<file path="src/ystc_pkg.sv">
package ystc_pkg;

   // Result kinds
   typedef enum logic [2:0] {
      KIND_STR   = 3'd0,
      KIND_NULL  = 3'd1,
      KIND_BOOL  = 3'd2,
      KIND_INT   = 3'd3,
      KIND_FLOAT = 3'd4
   } kind_type;

   // Schema mode codes (code 3 is unused and resolves as core)
   localparam logic [1:0] MODE_FAILSAFE = 2'd0;
   localparam logic [1:0] MODE_JSON     = 2'd1;
   localparam logic [1:0] MODE_CORE     = 2'd2;

   // Integer automaton
   typedef enum logic [3:0] {
      IP_START = 4'd0,
      IP_SIGN  = 4'd1,
      IP_ZERO  = 4'd2,
      IP_DEC   = 4'd3,
      IP_HEX0  = 4'd4,
      IP_HEX   = 4'd5,
      IP_OCT0  = 4'd6,
      IP_OCT   = 4'd7,
      IP_DEAD  = 4'd8
   } int_phase_type;

   // Float automaton
   typedef enum logic [3:0] {
      FP_START  = 4'd0,
      FP_SIGN   = 4'd1,
      FP_DOT    = 4'd2,
      FP_FRAC   = 4'd3,
      FP_INT    = 4'd4,
      FP_INTDOT = 4'd5,
      FP_E      = 4'd6,
      FP_ESIGN  = 4'd7,
      FP_EXP    = 4'd8,
      FP_I      = 4'd9,
      FP_IN     = 4'd10,
      FP_INF    = 4'd11,
      FP_DEAD   = 4'd12
   } float_phase_type;

   // One input word as held in the input register
   typedef struct packed {
      logic [7:0] ch;
      logic       last;
      logic       empty_req;
      logic       quoted;
   } scan_item_type;

   // Keyword table
   localparam int KW_COUNT  = 11;
   localparam int KW_MAXLEN = 5;

   localparam logic [KW_COUNT-1:0] KW_ALL_MASK  = 11'h7FF;
   // null, true, false, .nan
   localparam logic [KW_COUNT-1:0] KW_JSON_MASK = 11'h491;

   localparam logic [7:0] KW_TEXT [KW_COUNT][KW_MAXLEN] = '{
      '{"n", "u", "l", "l", 8'h00},
      '{"N", "u", "l", "l", 8'h00},
      '{"N", "U", "L", "L", 8'h00},
      '{"~", 8'h00, 8'h00, 8'h00, 8'h00},
      '{"t", "r", "u", "e", 8'h00},
      '{"T", "r", "u", "e", 8'h00},
      '{"T", "R", "U", "E", 8'h00},
      '{"f", "a", "l", "s", "e"},
      '{"F", "a", "l", "s", "e"},
      '{"F", "A", "L", "S", "E"},
      '{".", "n", "a", "n", 8'h00}
   };

   localparam logic [2:0] KW_LEN [KW_COUNT] = '{
      3'd4, 3'd4, 3'd4, 3'd1, 3'd4, 3'd4, 3'd4, 3'd5, 3'd5, 3'd5, 3'd4
   };

   localparam kind_type KW_KIND [KW_COUNT] = '{
      KIND_NULL, KIND_NULL, KIND_NULL, KIND_NULL,
      KIND_BOOL, KIND_BOOL, KIND_BOOL, KIND_BOOL, KIND_BOOL, KIND_BOOL,
      KIND_FLOAT
   };

   // Character count saturates here
   localparam logic [2:0] POS_MAX = 3'd7;

   // Character codes
   localparam logic [7:0] CH_PLUS  = "+";
   localparam logic [7:0] CH_MINUS = "-";
   localparam logic [7:0] CH_DOT   = ".";
   localparam logic [7:0] CH_ZERO  = "0";
   localparam logic [7:0] CH_SEVEN = "7";
   localparam logic [7:0] CH_NINE  = "9";
   localparam logic [7:0] CH_LC_A  = "a";
   localparam logic [7:0] CH_LC_F  = "f";
   localparam logic [7:0] CH_UC_A  = "A";
   localparam logic [7:0] CH_UC_F  = "F";
   localparam logic [7:0] CH_LC_E  = "e";
   localparam logic [7:0] CH_UC_E  = "E";
   localparam logic [7:0] CH_LC_X  = "x";
   localparam logic [7:0] CH_LC_O  = "o";
   localparam logic [7:0] CH_LC_I  = "i";
   localparam logic [7:0] CH_LC_N  = "n";

   function automatic logic is_dec(input logic [7:0] c);
      return (c >= CH_ZERO) && (c <= CH_NINE);
   endfunction

   function automatic logic is_oct(input logic [7:0] c);
      return (c >= CH_ZERO) && (c <= CH_SEVEN);
   endfunction

   function automatic logic is_hex(input logic [7:0] c);
      return is_dec(c) || ((c >= CH_LC_A) && (c <= CH_LC_F)) ||
             ((c >= CH_UC_A) && (c <= CH_UC_F));
   endfunction

   function automatic logic is_sign(input logic [7:0] c);
      return (c == CH_PLUS) || (c == CH_MINUS);
   endfunction

   function automatic logic is_exp(input logic [7:0] c);
      return (c == CH_LC_E) || (c == CH_UC_E);
   endfunction

endpackage

</file>
<file path="src/yaml_scalar_tag_classifier.sv">
// Channel   Direction  Handshake          Payload
// req_      in         req_valid/stall    ch, last, empty_req, quoted
// rsp_      out        rsp_valid/stall    kind (one word per last input word)
// csr_      in         csr_wr_en          schema_mode (2 bits)
//
// One input word per cycle unless req_stall is up; each word that carries a character advances the scan state by it.
// A word is held in the input register, then the result of a last word is loaded into
// the output register, from which kind is driven.
// Reset is synchronous: both registers empty, schema mode set to core.
// A stalled result holds the output register; a last word waiting behind it
// stalls the input, other words still flow through the scan state.
module yaml_scalar_tag_classifier
   import ystc_pkg::*;
(
   input  logic       clock,
   input  logic       reset,
   input  logic       req_valid,
   output logic       req_stall,
   input  logic [7:0] req_ch,
   input  logic       req_last,
   input  logic       req_empty_req,
   input  logic       req_quoted,
   output logic       rsp_valid,
   input  logic       rsp_stall,
   output logic [2:0] rsp_kind,
   input  logic       csr_wr_en,
   input  logic [1:0] csr_wr_data
);

   logic          in_valid_ff;
   scan_item_type in_item_ff;
   logic          rsp_valid_ff;
   kind_type      rsp_kind_ff;
   logic [1:0]    mode_ff;
   logic          advance;
   logic          accept;
   kind_type      kind;

   // A word leaves the input register unless its result has nowhere to go
   assign advance   = in_valid_ff &&
                      (!in_item_ff.last || !rsp_valid_ff || !rsp_stall);
   assign req_stall = in_valid_ff && !advance;
   assign accept    = req_valid && !req_stall;

   ystc_scan u_scan (
      .clock (clock),
      .reset (reset),
      .step  (advance),
      .item  (in_item_ff),
      .mode  (mode_ff),
      .kind  (kind)
   );

   // Input register
   always_ff @(posedge clock) begin
      if (reset) begin
         in_valid_ff <= 1'b0;
      end else if (accept) begin
         in_valid_ff <= 1'b1;
      end else if (advance) begin
         in_valid_ff <= 1'b0;
      end
   end

   always_ff @(posedge clock) begin
      if (accept) begin
         in_item_ff <= '{ch: req_ch, last: req_last, empty_req: req_empty_req,
                         quoted: req_quoted};
      end
   end

   // Output register
   always_ff @(posedge clock) begin
      if (reset) begin
         rsp_valid_ff <= 1'b0;
      end else if (advance && in_item_ff.last) begin
         rsp_valid_ff <= 1'b1;
      end else if (!rsp_stall) begin
         rsp_valid_ff <= 1'b0;
      end
   end

   always_ff @(posedge clock) begin
      if (advance && in_item_ff.last) begin
         rsp_kind_ff <= kind;
      end
   end

   // Schema mode register
   always_ff @(posedge clock) begin
      if (reset) begin
         mode_ff <= MODE_CORE;
      end else if (csr_wr_en) begin
         mode_ff <= csr_wr_data;
      end
   end

   assign rsp_valid = rsp_valid_ff;
   assign rsp_kind  = rsp_kind_ff;

`ifndef SYNTHESIS
   a_stall_cause: assert property (@(posedge clock) disable iff (reset)
      req_stall |-> in_valid_ff && in_item_ff.last && rsp_valid_ff && rsp_stall)
      else $error("input stalled without a blocked result");

   a_failsafe_str: assert property (@(posedge clock) disable iff (reset)
      advance && in_item_ff.last && mode_ff == MODE_FAILSAFE
      |=> rsp_valid_ff && rsp_kind_ff == KIND_STR)
      else $error("failsafe mode gave a kind other than str");

   a_quoted_str: assert property (@(posedge clock) disable iff (reset)
      advance && in_item_ff.last && in_item_ff.quoted
      |=> rsp_valid_ff && rsp_kind_ff == KIND_STR)
      else $error("quoted scalar gave a kind other than str");
`endif

endmodule

</file>
<file path="src/ystc_scan.sv">
module ystc_scan
   import ystc_pkg::*;
(
   input  logic          clock,
   input  logic          reset,
   input  logic          step,
   input  scan_item_type item,
   input  logic [1:0]    mode,
   output kind_type      kind
);

   int_phase_type         int_phase_ff,   int_phase_in;
   float_phase_type       float_phase_ff, float_phase_in;
   logic [KW_COUNT-1:0]   alive_ff,       alive_in;
   logic [2:0]            pos_ff,         pos_in;

   // Advance the keyword match and both automata by one character
   always_comb begin
      logic [7:0] c;
      c              = item.ch;
      int_phase_in   = int_phase_ff;
      float_phase_in = float_phase_ff;
      alive_in       = alive_ff;
      pos_in         = pos_ff;
      if (!item.empty_req) begin
         for (int k = 0; k < KW_COUNT; k++) begin
            if (!(pos_ff < KW_LEN[k] && KW_TEXT[k][pos_ff] == c)) begin
               alive_in[k] = 1'b0;
            end
         end

         case (int_phase_ff)
            IP_START: begin
               if (is_sign(c))      int_phase_in = IP_SIGN;
               else if (c == CH_ZERO) int_phase_in = IP_ZERO;
               else if (is_dec(c))  int_phase_in = IP_DEC;
               else                 int_phase_in = IP_DEAD;
            end
            IP_SIGN: begin
               if (c == CH_ZERO)    int_phase_in = IP_ZERO;
               else if (is_dec(c))  int_phase_in = IP_DEC;
               else                 int_phase_in = IP_DEAD;
            end
            IP_ZERO: begin
               if (c == CH_LC_X)    int_phase_in = IP_HEX0;
               else if (c == CH_LC_O) int_phase_in = IP_OCT0;
               else if (is_dec(c))  int_phase_in = IP_DEC;
               else                 int_phase_in = IP_DEAD;
            end
            IP_DEC:  int_phase_in = is_dec(c) ? IP_DEC : IP_DEAD;
            IP_HEX0: int_phase_in = is_hex(c) ? IP_HEX : IP_DEAD;
            IP_HEX:  int_phase_in = is_hex(c) ? IP_HEX : IP_DEAD;
            IP_OCT0: int_phase_in = is_oct(c) ? IP_OCT : IP_DEAD;
            IP_OCT:  int_phase_in = is_oct(c) ? IP_OCT : IP_DEAD;
            default: int_phase_in = IP_DEAD;
         endcase

         case (float_phase_ff)
            FP_START: begin
               if (is_sign(c))      float_phase_in = FP_SIGN;
               else if (c == CH_DOT) float_phase_in = FP_DOT;
               else if (is_dec(c))  float_phase_in = FP_INT;
               else                 float_phase_in = FP_DEAD;
            end
            FP_SIGN: begin
               if (c == CH_DOT)     float_phase_in = FP_DOT;
               else if (is_dec(c))  float_phase_in = FP_INT;
               else                 float_phase_in = FP_DEAD;
            end
            FP_DOT: begin
               if (c == CH_LC_I)    float_phase_in = FP_I;
               else if (is_dec(c))  float_phase_in = FP_FRAC;
               else                 float_phase_in = FP_DEAD;
            end
            FP_FRAC, FP_INTDOT: begin
               if (is_exp(c))       float_phase_in = FP_E;
               else if (is_dec(c))  float_phase_in = float_phase_ff;
               else                 float_phase_in = FP_DEAD;
            end
            FP_INT: begin
               if (c == CH_DOT)     float_phase_in = FP_INTDOT;
               else if (is_exp(c))  float_phase_in = FP_E;
               else if (is_dec(c))  float_phase_in = FP_INT;
               else                 float_phase_in = FP_DEAD;
            end
            FP_E: begin
               if (is_sign(c))      float_phase_in = FP_ESIGN;
               else if (is_dec(c))  float_phase_in = FP_EXP;
               else                 float_phase_in = FP_DEAD;
            end
            FP_ESIGN, FP_EXP: float_phase_in = is_dec(c) ? FP_EXP : FP_DEAD;
            FP_I:    float_phase_in = (c == CH_LC_N) ? FP_IN : FP_DEAD;
            FP_IN:   float_phase_in = (c == CH_LC_F) ? FP_INF : FP_DEAD;
            default: float_phase_in = FP_DEAD;
         endcase

         if (pos_ff != POS_MAX) begin
            pos_in = pos_ff + 3'd1;
         end
      end
   end

   // Resolve the kind from the state after this character
   always_comb begin
      logic                core;
      logic [KW_COUNT-1:0] mask;
      logic                hit;
      kind_type            kw_kind;
      core    = mode[1];
      mask    = core ? KW_ALL_MASK : KW_JSON_MASK;
      hit     = 1'b0;
      kw_kind = KIND_STR;
      // lowest index wins
      for (int k = KW_COUNT - 1; k >= 0; k--) begin
         if (alive_in[k] && mask[k] && pos_in == KW_LEN[k]) begin
            hit     = 1'b1;
            kw_kind = KW_KIND[k];
         end
      end

      if (item.quoted || mode == MODE_FAILSAFE) begin
         kind = KIND_STR;
      end else if (pos_in == 3'd0) begin
         kind = core ? KIND_NULL : KIND_STR;
      end else if (hit) begin
         kind = kw_kind;
      end else if (int_phase_in == IP_ZERO || int_phase_in == IP_DEC ||
                   int_phase_in == IP_HEX  || int_phase_in == IP_OCT) begin
         kind = KIND_INT;
      end else if (float_phase_in == FP_FRAC || float_phase_in == FP_INTDOT ||
                   float_phase_in == FP_EXP  || float_phase_in == FP_INF) begin
         kind = KIND_FLOAT;
      end else begin
         kind = KIND_STR;
      end
   end

   // Hold the scalar state; clear it after the last word
   always_ff @(posedge clock) begin
      if (reset) begin
         int_phase_ff   <= IP_START;
         float_phase_ff <= FP_START;
         alive_ff       <= KW_ALL_MASK;
         pos_ff         <= 3'd0;
      end else if (step) begin
         if (item.last) begin
            int_phase_ff   <= IP_START;
            float_phase_ff <= FP_START;
            alive_ff       <= KW_ALL_MASK;
            pos_ff         <= 3'd0;
         end else begin
            int_phase_ff   <= int_phase_in;
            float_phase_ff <= float_phase_in;
            alive_ff       <= alive_in;
            pos_ff         <= pos_in;
         end
      end
   end

`ifndef SYNTHESIS
   a_clear_after_last: assert property (@(posedge clock) disable iff (reset)
      step && item.last |=> pos_ff == 3'd0 && alive_ff == KW_ALL_MASK &&
                            int_phase_ff == IP_START && float_phase_ff == FP_START)
      else $error("scalar state not cleared after last word");

   a_hold_when_idle: assert property (@(posedge clock) disable iff (reset)
      !step |=> $stable(pos_ff) && $stable(alive_ff) &&
                $stable(int_phase_ff) && $stable(float_phase_ff))
      else $error("scalar state changed without a word");

   a_pos_saturates: assert property (@(posedge clock) disable iff (reset)
      step && !item.last && pos_ff == POS_MAX |=> pos_ff == POS_MAX)
      else $error("character count wrapped");
`endif

endmodule

</file>
<file path="config.mk">
export PLATFORM = sky130hd
export DESIGN_NAME = yaml_scalar_tag_classifier
export DESIGN_NICKNAME = d
export VERILOG_FILES = /design/src/ystc_pkg.sv /design/src/yaml_scalar_tag_classifier.sv /design/src/ystc_scan.sv
export SDC_FILE = /design/constraint.sdc
export NUM_CORES = 1
export LEC_CHECK = 0
export BUFFER_PORTS_ARGS = -buffer_cell sky130_fd_sc_hd__buf_2
export CAP_MARGIN = 20
export CORE_UTILIZATION = 30
export DETAILED_ROUTE_END_ITERATION = 6
export GPL_TIMING_DRIVEN = 0
export PLACE_DENSITY = 0.43
export SETUP_SLACK_MARGIN = 0.15
export SLEW_MARGIN = 40
export SYNTH_ARGS = -nofsm -noshare
export SYNTH_HDL_FRONTEND = slang
export SYNTH_SLANG_ARGS = --single-unit
</file>
<file path="constraint.sdc">
create_clock -name clock -period 4.55 [get_ports clock]
set_input_delay 0.6825 -clock clock [delete_from_list [all_inputs] [get_ports clock]]
set_output_delay 0.6825 -clock clock [all_outputs]
set_load 0.005 [all_outputs]
</file>
* Word-level counts from Yosys, hierarchy flattened *
Memories as Yosys holds them, arrays and structs flattened.
Index checks and enable logic that the tools add are counted.

word-level totals
  register bits = 40
  output and inout bits = 5
  memories = 11
  bits in read-only memories = 704
  word-level logic and storage cells = 252

memories
  memory           words  bits a word  read ports  clocked after Yosys merged registers in  write ports  line             RTL
  (no name shown)  8      8            1           0                                        0            ystc_scan.sv:27  if (!(pos_ff < KW_LEN[k] && KW_TEXT[k][pos_ff] == c)) begin
  (no name shown)  8      8            1           0                                        0            ystc_scan.sv:27
  (no name shown)  8      8            1           0                                        0            ystc_scan.sv:27
  (no name shown)  8      8            1           0                                        0            ystc_scan.sv:27
  (no name shown)  8      8            1           0                                        0            ystc_scan.sv:27
  (no name shown)  8      8            1           0                                        0            ystc_scan.sv:27
  5 more memories  -      -            -           -                                        -            -

cells by class
  eq/ne operators = 52
  magnitude comparators = 11
  bitwise logic cells = 1
  add/sub/neg operators = 1
  mux-type cells = 96
  reductions and logical operators = 68

operators by type and width
  cell                                                            count
  two-way mux 8 bit                                               22
  equality test 8 bit                                             11
  two-way mux 4 bit                                               21
  two-way mux 3 bit                                               21
  equality test 8 x 7 -> 1 bit, second input constant             7
  equality test 4 x 3 -> 1 bit, second input constant             11
  logical AND 1 bit                                               40
  one-hot mux 4 bit (9 select lines)                              1
  equality test 8 x 6 -> 1 bit, second input constant             4
  equality test 4 x 2 -> 1 bit, second input constant             7
  two-way mux 1 bit                                               27
  one-hot mux 4 bit (6 select lines)                              1
  two-way mux 11 bit                                              2
  equality test 4 bit, second input constant                      5
  >= comparator 8 x 7 -> 1 bit, second input constant             2
  less-or-equal comparator 8 x 6 -> 1 bit, second input constant  2
  less-or-equal comparator 8 x 7 -> 1 bit, second input constant  2
  logical OR 1 bit                                                13
  two-way mux 10 bit                                              1
  equality test 4 x 1 -> 1 bit, second input constant             2
  >= comparator 8 x 6 -> 1 bit, second input constant             1
  logical NOT 4 bit                                               2
  OR reduction 2 bit                                              4
  equality test 3 bit, second input constant                      2
  other kinds (13)                                                18

* Logic depth before layout (Yosys ltp) *
Gate-level depths: netlist of run 1.

  word-level depth = 23
  depth in mapped cells = 10
  depth with buffers taken out = 9

* Modules after synthesis *
A second synthesis of run 1 with hierarchy kept.

unflattened totals
  cells, all modules = 412
  area total of the unflattened synthesis = 3,278.1 sq um

modules (own cells, without submodules)
  module                      cells each  area each (sq um)  times used  sequential area each (sq um)
  ystc_scan                   379         2,696.3            1           440.4
  yaml_scalar_tag_classifier  33          581.8              1           500.5

* Least setup slack after synthesis of run 1 *
OpenSTA, ideal clock, no wires.

  path type = register to register
  start point = reg u_scan.pos_ff[0]
  end point = reg rsp_kind_ff[1] (netlist: rsp_kind[1]) (data pin)
  clock period less this slack = 2,786 ps
  setup slack = 1,764 ps
  buffers on the path = 1
  data required time = 4,295 ps
  stages on the path, launching flop included = 10
  arrival = 2,532 ps
  cells stage by stage = dfxtp_1 > clkbuf_1 > inv_1 > ha_1 > a2111o_1 > a2111oi_0 > o211a_1 > o21a_1 > a2111o_1 > o21ba_2

between the ends
  cells in the longest elaborated chain, start to end = 23
  elaborated cells between the ends (all ways) = 124
  classes of those cells = add/sub (1); order compare (3); eq/ne (15); mux (59); bitwise (1); reduce/logical (34); memory (11)

ends and longest elaborated chain
  item                                                  line                              RTL
  start, declared                                       ystc_scan.sv:15                   logic [2:0] pos_ff, pos_in;
  start signal, assigned                                ystc_scan.sv:155                  pos_ff <= pos_in;
  NOT 3 -> 4 bit (not written as such)                  ystc_scan.sv:27
  memory read (8 x 8 bit)                               -
  two-way mux 8 bit (not written as such) (2 in a row)  ystc_scan.sv:27
  equality test 8 bit                                   ystc_scan.sv:27
  logical AND 1 bit                                     ystc_scan.sv:27
  two-way mux 1 bit                                     ystc_scan.sv:27
  two-way mux 11 bit                                    ystc_scan.sv:25                   if (!item.empty_req) begin
  logical AND 1 bit (2 in a row)                        ystc_scan.sv:115                  if (alive_in[k] && mask[k] && pos_in == KW_LEN[k]) begin
  two-way mux 1 bit (11 in a row)                       ystc_scan.sv:115
  two-way mux 3 bit                                     ystc_scan.sv:125                  end else if (hit) begin
  two-way mux 3 bit *                                   ystc_scan.sv:123                  end else if (pos_in == 3'd0) begin
  end signal, assigned                                  yaml_scalar_tag_classifier.sv:85  rsp_kind_ff <= kind;
  end, declared                                         yaml_scalar_tag_classifier.sv:33  kind_type rsp_kind_ff;

Mark *: on every way between the ends. The rest lies on a longest branch, timed or not. The select of a mux whose other input is x is not followed.
A chain may end at the register's enable or synchronous reset.

* Worst setup path in the final report of run 1 *
Ends and elaborated chain as after synthesis.

==> results.py, run 1 <==
metrics = {
    "status": {
        "status": "finished clean",
    },
    "yosys": {
        "synthMuxAreaShare": 0.00306,
        "syn_avg_cell_area_um2": 7.78,
        "ys_types": 71,
        "synth_edf_count": 14,
        "ys_ff_latch": 40,
        "synth_top_flop_cell": "dfxtp_1",
        "synth_area_um2": 3270,
        "yosysTopAreaCell": "dfxtp_1",
        "synth_cells": 420,
        "synth-simple-area-share": 0.304,
        "synth_area_leaders": "dfxtp_1, edfxtp_1, nor2_1, nand2_1, a21oi_1",
        "synth_top_area_share": 0.159,
        "synth_warnings": 0,
        "synth_nets": 446,
        "ys_seq_area_frac": 0.288,
        "synthXorXnorAreaFrac": 0.0322,
        "async_flop_share": 0,
        "synth-compound-area-share": 0.275,
        "synth_fa_ha_area_frac": 0.0306,
        "synth_top_family_by_area": "simple AND/OR/NAND/NOR gates",
    },
    "floorplan": {
        "fp.coreArea_um2": 10500,
        "fp.dieH_um": 106,
        "die_area_um2": 11300,
        "start_util": 0.312,
        "dieWidth_um": 106,
        "rows": 37,
        "ios": 23,
    },
    "grt": {
        "antenna_found_initial": 0,
        "grt_usage": 0.191,
        "overflow": 0,
        "grt_pass1_vias": 3185,
        "grt_first_pass_wirelength_mm": 17.0,
        "grt_start_max_net_pins": 14,
    },
    "setup_path": {
        "crit_fanout": 10,
        "end_kind": "flip-flop",
        "start_kind": "flip-flop",
        "worstSetupPathType": "reg2reg",
        "cp.arrival_ps": 3550,
        "required_ps": 4610,
    },
    "sta": {
        "slew_violations": 0,
        "worst_slew_pin_slew_ps": 747,
        "fin_tns_setup_ps": 0,
        "skew_ps": 9.17,
        "min_period_over_period": 0.766,
        "period_minus_slack_ps": 3490,
        "relSlewSlack": 0.501,
        "fmax_mhz": 287,
        "hold_viol": 0,
        "report.final.setup_viol": 0,
        "grt_setup_unrepaired": "no",
    },
    "layout": {
        "fin_nets": 475,
        "final_util": 0.348,
        "drive_gt1_frac": 0.127,
        "final_cells": 586,
        "n_antenna_cell": 0,
        "design_area_um2": 3640,
        "syn2layout_area_growth_pct": 11.3,
    },
    "cts": {
        "cts_buffer_depth": 2,
        "cts-root-buf": "clkbuf_8",
        "postCtsSetupBuffers": 0,
        "cts_tree": "yes",
        "hold_buffers": 0,
        "cts_max_level": 2,
        "clock_sinks": 40,
        "cts_resized": 0,
        "clk_pin_slew_ps": 90,
        "worstSkewPairLatency_ps": 300,
        "numCtsBuffers": 5,
    },
    "drt": {
        "wl_per_cell_um": 17.6,
        "ant_nets": 0,
        "drtIter0Drc": 223,
        "wl_mm": 10.3,
        "vias": 3276,
        "drt_pre_antenna_iters": 5,
        "avgViaCountPerCell": 5.59,
        "drc_errors": 0,
    },
    "power_and_ir_drop": {
        "power_density_nw_per_um2": 221,
        "p_leak_uw": 0.00131,
        "ir_worst_vdd_uv": 100,
        "p_total_uw": 802,
    },
    "placed_design": {
        "place_hpwl_mm": 7.91,
        "globalplace.congestion": 0.865,
        "place_inst": 578,
        "place_area_um2": 3550,
        "io_buffer_count": 22,
    },
    "run": {
        "cap_violations": 0,
    },
    "worst_hold_path": {
        "hold_path_class": "reg2reg",
    },
}
==> Yosys cell counts (3+ instances only) <==
| library cell | n |
|---|---|
| nor2_1 | 45 |
| nand2_1 | 38 |
| clkbuf_1 | 30 |
| a21oi_1 | 28 |
| dfxtp_1 | 26 |
| o21ai_0 | 21 |
| inv_1 | 18 |
| nand2b_1 | 17 |
| edfxtp_1 | 14 |
| nor3_1 | 10 |
| or3_1 | 9 |
| xnor2_1 | 9 |
| a2111oi_0 | 8 |
| ha_1 | 8 |
| a31oi_1 | 7 |
| nor2b_1 | 7 |
| o211ai_1 | 7 |
| and3_1 | 6 |
| nand3_1 | 6 |
| and2_1 | 5 |
| nand4_1 | 5 |
| nand4b_1 | 5 |
| a22oi_1 | 4 |
| o2111ai_1 | 4 |
| o21a_1 | 4 |
| o32ai_1 | 4 |
| buf_2 | 3 |
| nor4_1 | 3 |
| o21ai_1 | 3 |
| o31ai_1 | 3 |
| o41ai_1 | 3 |
| or2_2 | 3 |
| xor2_1 | 3 |
==> metal layers <==
layer  global-route usage  vias to the layer above  part of all wire
met1                0.281                     1535              0.50
met2                0.290                      111              0.44
met3               0.0319                        9             0.057
met4               0.0407                        0            0.0089
li1                     -                     1621                 -
met5                    0                        -                 0
==> power by group <==
part / switching, uW / internal, uW
combinational: 101 / 58.8
clock: 137 / 107
sequential: 12.9 / 386
total: 251 / 552
==> kinds of logic (layout without fill, tap and decap cells) <==
| group | Yosys count | count (layout) |
|---|---|---|
| adder cells (fa/ha/maj) | 8 | 8 |
| AO/OA/AOI/OAI | 126 | 126 |
| flip-flops | 40 | 40 |
| XOR/XNOR | 12 | 12 |
| buffers and inverters | 54 | 84 |
| multiplexers | 1 | 1 |
| AND/OR/NAND/NOR | 179 | 179 |
==> worst max-delay path, stage by stage, from the launching register on <==
cell and delay (ps):
dfxtp_1 500, clkbuf_1 420, inv_1 230, ha_1 350, a2111o_1 430, a2111oi_1 670, o211a_1 210, o21a_1 140
a2111o_1 140, o21ba_2 160
==> per-stage QoR <==
stage / hold WS [ps] / setup WS, ps
after global placement: 455 / 902
after detailed placement: 459 / 1100
final: 471 / 1060
after CTS: 472 / 1090
after floorplan: 440 / 1760
after global routing: 506 / 851
==> sequential cells by signal, indices dropped and copies added, names as in the netlist <==
register	count
rsp_kind	3
u_scan.float_phase_ff	4
u_scan.int_phase_ff	4
in_item_ff	11
in_valid_ff	1
u_scan.pos_ff	3
mode_ff	2
rsp_valid	1
u_scan.alive_ff	11
==> final cells by class <==
cell class	count	area, um2
fillers	1166	6830
multi-input cells	326	2110
flip-flops and latches	40	941
well taps	136	170
plain buffers	36	154
repair buffers	22	110
clock buffers	6	72.6
inverters	18	67.6
clock inverters	2	12.5
==> layout by cell type (no fill, tap or decap), types with 8 or more instances in the layout <==
master	netlist	routed
inv_1	18	18
nor3_1	10	10
nor2_1	45	44
nand2_1	38	38
buf_2	3	25
ha_1	8	8
or3_1	9	9
dfxtp_1	26	26
edfxtp_1	14	14
o21ai_0	21	21
nand2b_1	17	17
a21oi_1	28	28
xnor2_1	9	9
clkbuf_1	30	31
==> final timing paths <==
check | end | from | slack [ps] | depth (start not counted)
hold / removal | u_scan.alive_ff[1] | u_scan.alive_ff[1] | 470 | 2
setup / recovery | rsp_kind[1] | u_scan.pos_ff[0] | 1060 | 9
hold reg to reg | u_scan.alive_ff[1] | u_scan.alive_ff[1] | 470 | 2
setup reg to reg | rsp_kind[1] | u_scan.pos_ff[0] | 1060 | 9
Power figures use the tool's default switching activity.
==> inputs of run 2 (changes only) <==
--- a/config.mk
+++ b/config.mk
@@ -10,7 +10,7 @@
 export CORE_UTILIZATION = 30
 export DETAILED_ROUTE_END_ITERATION = 6
 export GPL_TIMING_DRIVEN = 0
-export PLACE_DENSITY = 0.43
+export PLACE_DENSITY = 0.45
 export SETUP_SLACK_MARGIN = 0.15
 export SLEW_MARGIN = 40
 export SYNTH_ARGS = -nofsm -noshare
==> constraint.sdc (replaced) <==
create_clock -name clock -period 2.89 [get_ports clock]
set_input_delay 0.4335 -clock clock [delete_from_list [all_inputs] [get_ports clock]]
set_output_delay 0.4335 -clock clock [all_outputs]
set_load 0.005 [all_outputs]
==> run 2 against run 1 <==
Compared with the run above:
- the run now ends with negative setup slack left
- critical endpoint is now rsp_kind[2]
- clock power grew 53%
- sequential share of layout area shrank 1.5 points
- non-clock buffer count grew 4
- wire length grew 1.5%
- maximum frequency grew 15%
- final area grew 6.5%
- critical path depth is the same
- final cell count grew 0.68%
==> results.py, run 2 (synthesis results as in run 1) <==
metrics = {
    "setup_path": {
        "end_kind": "flip-flop",
        "worstSetupPathType": "reg2reg",
        "rr_worst_depth": 9,
        "start_kind": "flip-flop",
        "cp.arrival_ps": 3140,
        "crit_fanout": 8,
        "required_ps": 3000,
    },
    "layout": {
        "drive_gt1_frac": 0.222,
        "mostFrequentLayoutCells": "nor2_1, nand2_1, a21oi_1, buf_2, dfxtp_1",
        "top_regs": "in_item_ff x11, u_scan.alive_ff x11",
        "syn2layout_area_growth_pct": 18.5,
        "final_cells": 590,
        "layout_commonest_cell": "nor2_1",
        "n_antenna_cell": 0,
        "fin_nets": 479,
    },
    "grt": {
        "grt_start_max_net_pins": 14,
        "overflow": 0,
        "grt_pass1_vias": 3182,
        "grt_first_pass_wirelength_mm": 17.5,
        "antenna_found_initial": 0,
        "grt_usage": 0.197,
    },
    "run": {
        "cap_violations": 0,
    },
    "floorplan": {
        "ios": 23,
        "die_area_um2": 11300,
        "fp.dieH_um": 106,
        "dieWidth_um": 106,
        "start_util": 0.312,
        "rows": 37,
        "fp.coreArea_um2": 10500,
    },
    "sta": {
        "fmax_mhz": 330,
        "hold_viol": 0,
        "grt_setup_unrepaired": "yes",
        "period_minus_slack_ps": 3030,
        "relSlewSlack": 0.557,
        "worst_hold_slack_ps": 301,
        "setup_slack_ps": -139,
        "worst_slew_pin_slew_ps": 660,
        "min_period_over_period": 1.05,
        "report.final.setup_viol": 1,
        "skew_ps": 8.91,
        "slew_violations": 0,
    },
    "cts": {
        "clk_pin_slew_ps": 80,
        "cts_tree": "yes",
        "cts-root-buf": "clkbuf_8",
        "numCtsBuffers": 5,
        "cts_buffer_depth": 2,
        "clock_sinks": 40,
        "hold_buffers": 0,
        "cts_max_level": 2,
        "worstSkewPairLatency_ps": 300,
    },
    "worst_hold_path": {
        "hold_depth": 1,
        "hold_path_class": "in2reg",
    },
    "drt": {
        "avgViaCountPerCell": 5.69,
        "drtIter0Drc": 176,
        "wl_per_cell_um": 17.7,
        "dr.max_layer_used": "met4",
        "vias": 3358,
        "route.met3.wl_um": 415,
        "drc_errors": 0,
        "wl_met2_mm": 4.68,
        "drt_pre_antenna_iters": 4,
        "ant_nets": 0,
        "wl_met1_mm": 5.18,
        "wl_mm": 10.5,
    },
    "power_and_ir_drop": {
        "p_leak_uw": 0.00142,
        "ir_worst_vdd_uv": 150,
        "p_total_uw": 1280,
        "power_density_nw_per_um2": 330,
    },
    "placed_design": {
        "globalplace.congestion": 0.896,
        "place_hpwl_mm": 7.85,
        "io_buffer_count": 22,
        "place_inst": 578,
    },
    "status": {
        "status": "finished, violations left",
        "failed_checks": "negative setup slack",
    },
}
## run 2: cell count changes in the layout (fill, tap and decap cells not counted), sizes merged
cell,previous run,this run
buf,28,36
clkbuf,36,32
## run 2: worst max-delay path: stages (launching register included)
cell and delay [ps]:
edfxtp_1 390, buf_6 130, or4b_4 500, buf_6 160
or4_4 480, a21oi_2 220, a221oi_2 150, nor4b_4 340
a21oi_2 110, a2111oi_2 360
## run 2: layout make-up
class	count	area (um2)
Fill cell	1153	6590
Multi-Input combinational cell	326	2260
Sequential cell	40	946
Buffer	34	194
Tap cell	136	170
Timing Repair Buffer	28	155
Clock buffer	6	72.6
Inverter	18	67.6
Clock inverter	2	12.5
## run 2: final timing paths
kind	startpoint	end	slack [ps]
setup / recovery	in_item_ff[10]	rsp_kind[2]	-140
hold / removal	req_ch[1]	in_item_ff[4]	300
hold reg to reg	u_scan.alive_ff[5]	u_scan.alive_ff[5]	470
setup reg to reg	in_item_ff[10]	rsp_kind[2]	-140
## run 2: what timing repair did
| action | CTS | global route |
|---|---|---|
| endpoints found under the setup margin | 6 | 6 |
| setup buffers | 6 | 0 |
| pin swaps | 1 | 3 |
| cloned | 0 | 0 |
| gates resized for setup | 35 | 29 |
## run 2: layer usage
metal,up-vias,global-route usage
met4,0,0.0556
met3,15,0.0221
met1,1636,0.288
met5,-,0
met2,91,0.301
li1,1616,-
## run 2: metrics by stage
step / setup TNS (ps) / setup WS [ps] / cell area (um2) / utilization
global route: -296 / -296 / 3870 / 0.370
global placement: -1230 / -446 / 3550 / 0.339
floorplan: 0 / 113 / 3270 / -
finish: -139 / -139 / 3870 / 0.370
CTS: -119 / -119 / 3820 / 0.365
detailed placement: -1110 / -428 / 3550 / 0.339
## run 2: power breakdown
| part | total (uW) | switching, uW | internal, uW |
|---|---|---|---|
| sequential | 627 | 20.4 | 606 |
| combinational | 276 | 169 | 108 |
| clock | 374 | 205 | 169 |
==> inputs of run 3 (changes only) <==
--- a/config.mk
+++ b/config.mk
@@ -7,11 +7,13 @@
 export LEC_CHECK = 0
 export BUFFER_PORTS_ARGS = -buffer_cell sky130_fd_sc_hd__buf_2
 export CAP_MARGIN = 20
+export CORE_MARGIN = 2
 export CORE_UTILIZATION = 30
 export DETAILED_ROUTE_END_ITERATION = 6
 export GPL_TIMING_DRIVEN = 0
 export PLACE_DENSITY = 0.45
 export SETUP_SLACK_MARGIN = 0.15
+export SKIP_CTS_REPAIR_TIMING = 1
 export SLEW_MARGIN = 40
 export SYNTH_ARGS = -nofsm -noshare
 export SYNTH_HDL_FRONTEND = slang
==> run 3 against run 2 <==
Compared with the run above:
- the run still ends with negative setup slack left
- utilization is 1.8 points lower
- total power is 0.23% lower
- sequential power hardly changed
- largest power group unchanged
- non-clock buffer count is 4 lower
- first-iteration DRC count is 1.1% higher
- critical path type unchanged
- setup slack better by 19 ps
- maximum frequency is 0.64% higher
- register-to-register slack better by 20 ps
- worst hold slack worse by 4.3 ps
- final area is 2.3% lower
- wire length is 0.11% higher
- clock-buffer cell count stayed put
==> results.py, run 3 (synthesis results as in run 1) <==
metrics = {
    "layout": {
        "final_cells": 590,
        "n_antenna_cell": 0,
        "fin_nets": 475,
        "final_util": 0.352,
        "mostFrequentLayoutCells": "nor2_1, nand2_1, a21oi_1, buf_2, dfxtp_1",
        "layout_commonest_cell": "nor2_1",
        "top_regs": "in_item_ff x11, u_scan.alive_ff x11",
        "drive_gt1_frac": 0.191,
        "syn2layout_area_growth_pct": 15.8,
    },
    "run": {
        "cap_violations": 0,
    },
    "cts": {
        "cts_buffer_depth": 2,
        "cts_max_level": 2,
        "cts-root-buf": "clkbuf_8",
        "numCtsBuffers": 5,
        "worstSkewPairLatency_ps": 300,
        "clk_pin_slew_ps": 90,
        "clock_sinks": 40,
        "cts_tree": "yes",
    },
    "sta": {
        "hold_viol": 0,
        "period_minus_slack_ps": 3010,
        "grt_setup_unrepaired": "yes",
        "relSlewSlack": 0.565,
        "fmax_mhz": 332,
        "skew_ps": 9.38,
        "report.final.setup_viol": 1,
        "worst_slew_pin_slew_ps": 650,
        "fin_tns_setup_ps": -120,
        "slew_violations": 0,
        "setup_slack_ps": -120,
        "min_period_over_period": 1.04,
    },
    "placed_design": {
        "io_buffer_count": 22,
        "globalplace.congestion": 0.887,
        "preCtsSetupSlack_ps": -367,
        "place_inst": 582,
        "place_hpwl_mm": 7.97,
    },
    "grt": {
        "overflow": 0,
        "grt_pass1_vias": 3120,
        "grt_usage": 0.185,
        "grt_start_max_net_pins": 14,
        "grt_first_pass_wirelength_mm": 16.8,
        "antenna_found_initial": 0,
    },
    "setup_path": {
        "required_ps": 2940,
        "rr_worst_depth": 9,
        "end_kind": "flip-flop",
        "start_kind": "flip-flop",
        "crit_fanout": 10,
        "worstSetupPathType": "reg2reg",
        "critPathLaunch": "in_item_ff[10]",
        "regToRegSetupSlack_ps": -120,
        "cp.arrival_ps": 3060,
        "rr_startpoint": "in_item_ff[10]",
    },
    "power_and_ir_drop": {
        "switching_share": 0.311,
        "ir_worst_vdd_uv": 146,
        "switchingPower_uw": 397,
        "comb_power_share": 0.210,
        "power_density_nw_per_um2": 336,
        "intPower_uw": 877,
        "seqPwrFrac": 0.492,
        "p_clk_frac": 0.298,
        "p_leak_uw": 0.00137,
    },
    "status": {
        "failed_checks": "negative setup slack",
        "status": "finished, violations left",
    },
    "drt": {
        "drt_pre_antenna_iters": 5,
        "ant_nets": 0,
        "drc_errors": 0,
        "drtIter0Drc": 178,
        "vias": 3275,
        "wl_mm": 10.5,
        "avgViaCountPerCell": 5.55,
        "wl_per_cell_um": 17.7,
    },
    "worst_hold_path": {
        "hold_path_class": "in2reg",
        "min-delay-start": "req_quoted",
        "hold_depth": 1,
    },
    "floorplan": {
        "start_util": 0.304,
        "ios": 23,
        "die_area_um2": 11700,
        "rows": 38,
        "fp.dieH_um": 108,
        "dieWidth_um": 108,
        "fp.coreArea_um2": 10700,
    },
}
==> run 3: cell types whose count changed in the layout (fill, tap and decap cells not counted), moves of 2 or more <==
cell      before  now
clkbuf_2       9   12
clkbuf_8       7    5
ha_1           5    7
buf_4          7    1
clkbuf_1      13   17
ha_2           3    1
clkbuf_4       3    1
==> run 3: final timing paths <==
| path | endpoint |
|---|---|
| worst max-delay path | rsp_kind[2] |
| worst min-delay path | in_item_ff[0] |
| worst max register to register | rsp_kind[2] |
| worst min register to register | u_scan.alive_ff[6] |
==> run 3: cell type report <==
| cell class | instances | area [um2] |
|---|---|---|
| Fill cell | 1185 | 6960 |
| Tap cell | 140 | 175 |
| Inverter | 18 | 67.6 |
| Clock buffer | 6 | 72.6 |
| Multi-Input combinational cell | 326 | 2230 |
| Buffer | 35 | 169 |
| Sequential cell | 40 | 943 |
| Clock inverter | 2 | 12.5 |
| Timing Repair Buffer | 23 | 118 |
==> run 3: power by group through the flow <==
stage                     sequential (uW)  combinational (uW)  clock, uW
after detailed placement              640                 247          0
after floorplan                       633                 176          0
after global routing                  630                 297        422
after CTS                             627                 249        397
final                                 627                 268        380
after global placement                641                 248          0
==> run 3: worst max-delay path, cell delays in order (launching register included) <==
cell	delay [ps]
edfxtp_1	380
buf_6	150
or4b_4	510
buf_6	160
o31ai_4	180
a2111oi_1	160
or4b_4	570
and4_2	250
o21ai_1	260
a2111oi_2	120
==> run 3: stage by stage <==
| stage | area, um2 | total power [uW] | hold slack, ps |
|---|---|---|---|
| 5_1_grt | 3790 | 1350 | 289 |
| 3_5_place_dp | 3560 | 888 | 455 |
| 6_report | 3790 | 1270 | 297 |
| 2_1_floorplan | 3270 | 809 | 440 |
| 4_1_cts | 3640 | 1270 | 291 |
| 3_3_place_gp | 3550 | 888 | 450 |
==> run 3: routing by layer <==
| layer | GRT usage | routed length (um) | vias to the layer above |
|---|---|---|---|
| li1 | - | - | 1613 |
| met1 | 0.269 | 5210 | 1586 |
| met2 | 0.295 | 4820 | 64 |
| met3 | 0.0181 | 303 | 12 |
| met4 | 0.0440 | 127 | 0 |
| met5 | 0 | 0 | - |
